==> src/design/rpc_div.sv <==
module rpc_div #(
    parameter int NUM_W = 28,
    parameter int DEN_W = 17
) (
    input  logic             i_clk,
    input  logic [NUM_W-1:0] i_num,
    input  logic [DEN_W-1:0] i_den,
    input  logic             i_neg,
    output logic [NUM_W-1:0] o_quo,
    output logic             o_neg
);

    localparam int AW = DEN_W + NUM_W;

    // acc holds {remainder, dividend bits not yet used / quotient bits}
    function automatic logic [AW-1:0] div_step(input logic [AW-1:0] acc,
                                               input logic [DEN_W-1:0] den);
        logic [DEN_W:0] top;
        logic [DEN_W:0] t;
        top = acc[AW-1 -: DEN_W+1];
        t = top - {1'b0, den};
        if (!t[DEN_W]) begin
            div_step = {t[DEN_W-1:0], acc[NUM_W-2:0], 1'b1};
        end else begin
            div_step = {acc[AW-2:0], 1'b0};
        end
    endfunction

    logic [AW-1:0]    r_acc [NUM_W];
    logic [DEN_W-1:0] r_den [NUM_W];
    logic             r_neg [NUM_W];

    for (genvar k = 0; k < NUM_W; k++) begin : g_stage
        if (k == 0) begin : g_first
            always_ff @(posedge i_clk) begin
                r_acc[0] <= div_step({{DEN_W{1'b0}}, i_num}, i_den);
                r_den[0] <= i_den;
                r_neg[0] <= i_neg;
            end
        end else begin : g_next
            always_ff @(posedge i_clk) begin
                r_acc[k] <= div_step(r_acc[k-1], r_den[k-1]);
                r_den[k] <= r_den[k-1];
                r_neg[k] <= r_neg[k-1];
            end
        end
    end

    assign o_quo = r_acc[NUM_W-1][NUM_W-1:0];
    assign o_neg = r_neg[NUM_W-1];

endmodule

==> config.mk <==
export PLATFORM = sky130hd
export DESIGN_NAME = rpc_div
export DESIGN_NICKNAME = d
export VERILOG_FILES = /design/src/design/rpc_div.sv
export SDC_FILE = /design/constraint.sdc
export NUM_CORES = 2
export LEC_CHECK = 0
export BUFFER_PORTS_ARGS = -buffer_cell sky130_fd_sc_hd__buf_2
export CORE_MARGIN = 1.5
export CORE_UTILIZATION = 45
export CTS_BUF_LIST = sky130_fd_sc_hd__clkbuf_8
export DETAILED_ROUTE_END_ITERATION = 12
export PLACE_DENSITY = 0.6
export SLEW_MARGIN = 30
export SYNTH_ARGS = -nofsm -noshare
export SYNTH_HDL_FRONTEND = slang
export SYNTH_SLANG_ARGS = --single-unit
==> constraint.sdc <==
create_clock -name i_clk -period 6.7 [get_ports i_clk]
set_clock_uncertainty 0.15 [all_clocks]
set_input_delay 0.67 -clock i_clk [delete_from_list [all_inputs] [get_ports i_clk]]
set_output_delay 0.67 -clock i_clk [all_outputs]
set_load 0.05 [all_outputs]
* Word-level counts from Yosys, hierarchy flattened
Memories as Yosys holds them, arrays and structs flattened.
Cells that the tools add are included.
** Storage, ports and cells
- Bits in registers :: 0
- Bits in latches :: 0
- RAM bits :: 1764
- Bits in read-only memories :: 0
- Bits of input ports :: 47
- Output and inout bits :: 29
- Word-level logic and storage cells :: 59
- Memories kept :: 3
** Memories
- r_acc :: words 28, width 45, rd ports 28, clocked after memory_dff 0, write ports 28, RTL line 29 : logic [AW-1:0] r_acc [NUM_W];
- r_den :: words 28, width 17, rd ports 27, clocked after memory_dff 0, write ports 28, RTL line 30 : logic [DEN_W-1:0] r_den [NUM_W];
- r_neg :: words 28, width 1, rd ports 28, clocked after memory_dff 0, write ports 28, RTL line 31 : logic r_neg [NUM_W];
** Cells by class
- Add/subtract/negate cells :: 28
- Multipliers :: 0
- Divide/modulo/power cells :: 0
- $lt $le $gt $ge :: 0
- Equal/unequal tests :: 0
- Shift-type cells :: 0
- Mux-type cells :: 28
- Bitwise logic cells :: 0
- Reductions and logical operators :: 0
** Operators with widths (number)
- $mux W45 :: 28
- $sub A18 B17 Y18 :: 27
- $sub A1 B17 Y18 :: 1

* Longest topological paths before layout
- Word-level depth :: 2
- Mapped depth :: 13
- Mapped depth without buffers :: 11

* Worst setup path before layout
Ideal clock, no wire load.
- Path kind :: register to register
- Start point :: mem r_den[14][1]
- End point :: mem r_acc[15][37] (netlist name)
- Setup time :: 0.121 ns
- Data arrival time :: 3.088 ns
- Data required time :: 6.429 ns
- Path slack :: 3.342 ns
- Cell stages (with the launch flop) :: 12
- Buffers on the path :: 1
- Clock period less this slack :: 3.358 ns
- Path through :: dfxtp_1 > inv_1 > ha_1 > nor2b_1 > o31a_1 > o31a_2 > a221oi_2 > o31a_1 > o21ai_1 > xor2_1 > buf_4 > mux2_2
** RTL lines (RTL line)
- start: declaration :: 30
- end: declaration :: 29

==> summary.txt <==
Drt
  • First-pass detailed-route iteration total: 5
  • Overall routed net length: 104900 um
  • DR vias: 37844
  • Antenna Violating Nets Remaining: 0
  • Vias per cell: 4.844
  • WL/cell: 13.43 um
  • # DRC: 0
  • Initial drt markers: 1274

Pwr
  • Pwr/cell area: 565.9 mW/mm2
  • Clk pwr share: 22.8%
  • Comb pwr share: 41.3%
  • VDD IR max: 0.0002660 V
  • Internal: 27.24 mW
  • Leakage power: 33.15 nW
  • Switching share of power: 32.73%
  • Psw: 13.25 mW
  • Seq pwr share: 35.8%

Place
  • Global placement routability congestion: 0.8478
  • Dpl ws: 2980 ps
  • Port Buf Inserts: 75
  • Dpl hpwl: 74910 um

GRT
  • GRT Overall Usage: 14.98%
  • First-pass GRT wire length: 178200 um
  • Largest net degree at the start of global routing: 35
  • Grt total ovfl: 0
  • Initial antenna violation count: 2
  • Vias in the first global route: 38564

STA
  • Pins over their slew limit: 0
  • Smallest setup slack after layout: 3059 ps
  • Final Hold Viols: 0
  • Final setup fails: 0
  • Slew HR: 40.73%
  • Fmax: 0.2746 GHz
  • Tcrit/Tclk final: 54.35%
  • Unrepaired setup endpoints after global routing: no
  • Sum Neg Setup Slack: 0 ps
  • Final worst path period need: 3641 ps
  • Slew @ Worst Pin: 877.5 ps

Yosys
  • Largest family of logic cells by synthesized area: compound AO/OA/AOI/OAI gates
  • Yosys reg bits: 1730
  • EDFF count, synth: 0
  • Mapped Area: 0.06255 mm2
  • Register area share after synthesis: 55.36%
  • Asr flop ratio synth: 0%
  • Most instantiated cells after synthesis: dfxtp_1 (1730), inv_1 (563), ha_1 (460)
  • Cell taking the most area after synthesis: dfxtp_1
  • Synth cell types: 84
  • Primary FF master, synth: dfxtp_1
  • Synth top area share: 55.36%
  • Adder-Cell Fraction of Synth Area: 10.03%
  • Compound-Gate Fraction of Synth Area: 11.87%
  • Synth Area per Inst: 11.53 um2
  • Top cells by area, synth: dfxtp_1 (55%), ha_1 (9.2%), mux2_2 (5.6%), inv_1 (3.4%), xnor2_1 (3.2%)
  • Area fraction in and, or, nand and nor cells after synthesis: 5.912%
  • Mux contribution to synthesized area: 7.913%
  • Top-count cell post-synth: dfxtp_1
  • XOR/XNOR Fraction of Synth Area: 5.106%
  • Yosys warnings: 0
  • Syn Inst Count: 5424

Hold path
  • Hold Crit Depth: 0
  • Hold_sp: r_acc[17][17]$_DFF_P_
  • Hold crit path type: register to register

Final layout
  • Final Net Count: 6361
  • Share of layout cells above drive strength 1: 16.01%
  • Fillers: 12096
  • P&R area growth vs syn: 14.39%

Critical path
  • R2R Path Start: r_den[15][1]$_DFF_P_
  • CP Capture Type: register
  • Worst EP required: 7330 ps
  • Setup crit start kind: register
  • R2R depth: 11
  • Largest fanout on the critical path: 14
  • Critical Path AT: 4270 ps
  • Crit path from: r_den[15][1]$_DFF_P_
  • Crit path kind: register to register

Job
  • Maxcap violations: 0

Floorplanning
  • CORE AREA: 0.1377 mm2
  • Top Ports: 76
  • Die Wd: 375.8 um
  • # rows: 136
  • Die height: 375.8 um
  • Initial core utilization: 45.44%
  • Die area: 0.1413 mm2

Clocking
  • TritonCTS Buffers: 302
  • Worst skew pair latency: 940 ps
  • Clock root cell: clkbuf_8
  • CTS max path bufs: 4
  • CTS tree: done
  • Clock-pin slew on the worst setup and hold paths: 60 ps
  • Sink Count: 1730
  • Htree depth: 5

Status
  • Status: finished, final reports clean
layer usage:
metal	GRT usage, %	part of all wire [%]
met3	3.147	3.9
met2	26.39	48
met5	0	0
met4	7.028	3.6
met1	17.27	44
worst paths after layout:
kind              slack (ps)                     to
hold / removal           140  r_acc[18][18]$_DFF_P_
setup / recovery        3060  r_acc[16][30]$_DFF_P_
setup reg to reg        3060  r_acc[16][30]$_DFF_P_
hold reg to reg          140  r_acc[18][18]$_DFF_P_
power groups by stage:
| stage | sequential, mW | combinational, mW | clock [mW] |
|---|---|---|---|
| 2_1_floorplan | 14.6 | 13.7 | 0 |
| 3_3_place_gp | 14.7 | 16.3 | 0 |
| 3_5_place_dp | 14.8 | 16.6 | 0 |
| 4_1_cts | 14.6 | 16.8 | 9.64 |
| 5_1_grt | 14.8 | 18.6 | 10.1 |
| 6_report | 14.5 | 16.7 | 9.25 |
critical path: stages (launching register included):
cell and delay [ps]:
dfxtp_1 540, inv_1 80, ha_1 280, nor2b_4 130, o2111ai_2 170, nand4b_2 170, a311o_1 460, a31o_2 330
a221oi_4 290, xnor2_2 220, buf_4 330, mux2_2 370
layout make-up:
cell class | count | area, um2 | area share (%)
inverters | 564 | 2117 | 2.959
flip-flops and latches | 1730 | 34630 | 48.40
well taps | 1794 | 2245 | 3.137
diodes | 2 | 5.005 | 0.006994
repair buffers | 134 | 933.4 | 1.304
multi-input cells | 3096 | 25740 | 35.98
clock buffers | 377 | 5189 | 7.251
clock inverters | 115 | 690.7 | 0.9652
per-stage QoR:
stage	power, mW	hold slack (ps)	area, um2	std cells	util [%]
6_report	40.49	135.4	71560	7812	51.98
5_1_grt	43.56	120.4	71560	7812	51.98
4_1_cts	41.02	87.41	71530	7810	51.96
3_5_place_dp	31.41	162.1	65190	7272	47.35
3_3_place_gp	31.03	159.8	65080	7272	47.27
2_1_floorplan	28.30	159.6	62580	5430	-
timing repair:
action,4_1_cts,5_1_grt
resized for setup,0,0
endpoints found under the hold margin,47,0
hold buffers,46,0
setup buffers,0,0
sequential cells by signal, indices dropped and copies added (netlist names):
register,flops
r_neg,28
r_den,459
r_acc,1243
logic make-up (layout without fill, tap and decap cells):
logic type / Yosys count / count (layout)
other cells: 1 / 9
buf+inv: 604 / 1190
xor+xnor: 351 / 351
simple gates: 734 / 734
compound gates: 1091 / 1091
flops: 1730 / 1730
mux: 427 / 427
fa+ha+maj: 486 / 486
layout by cell type, fill, tap and decap left out, types with 13 or more instances in the layout:
master,synthesis,routed
xor2_1,105,101
mux2i_1,55,55
dfxtp_1,1730,1730
o21ai_0,202,202
dlygate4sd3_1,0,46
a21o_1,177,177
a31oi_1,58,58
nor2b_1,78,78
a211o_1,13,13
o211ai_1,23,23
buf_4,7,13
xnor2_1,230,229
clkinv_2,0,21
nand2b_1,68,68
o31ai_1,33,33
a21boi_0,16,16
nand2_1,150,150
buf_2,10,75
mux2_2,310,310
a211oi_1,26,26
o2111ai_1,16,16
fa_1,26,26
nor3_1,32,32
clkbuf_8,0,377
and3_1,40,40
inv_1,563,643
nand3_1,66,66
a21oi_1,265,265
mux2_4,56,56
nor2_1,228,228
o21bai_1,23,23
o31a_1,40,40
ha_1,460,460
o21ba_2,13,13
o21a_1,81,81
nand4_1,20,20
Note: power is estimated with default switching activity, not from simulation.
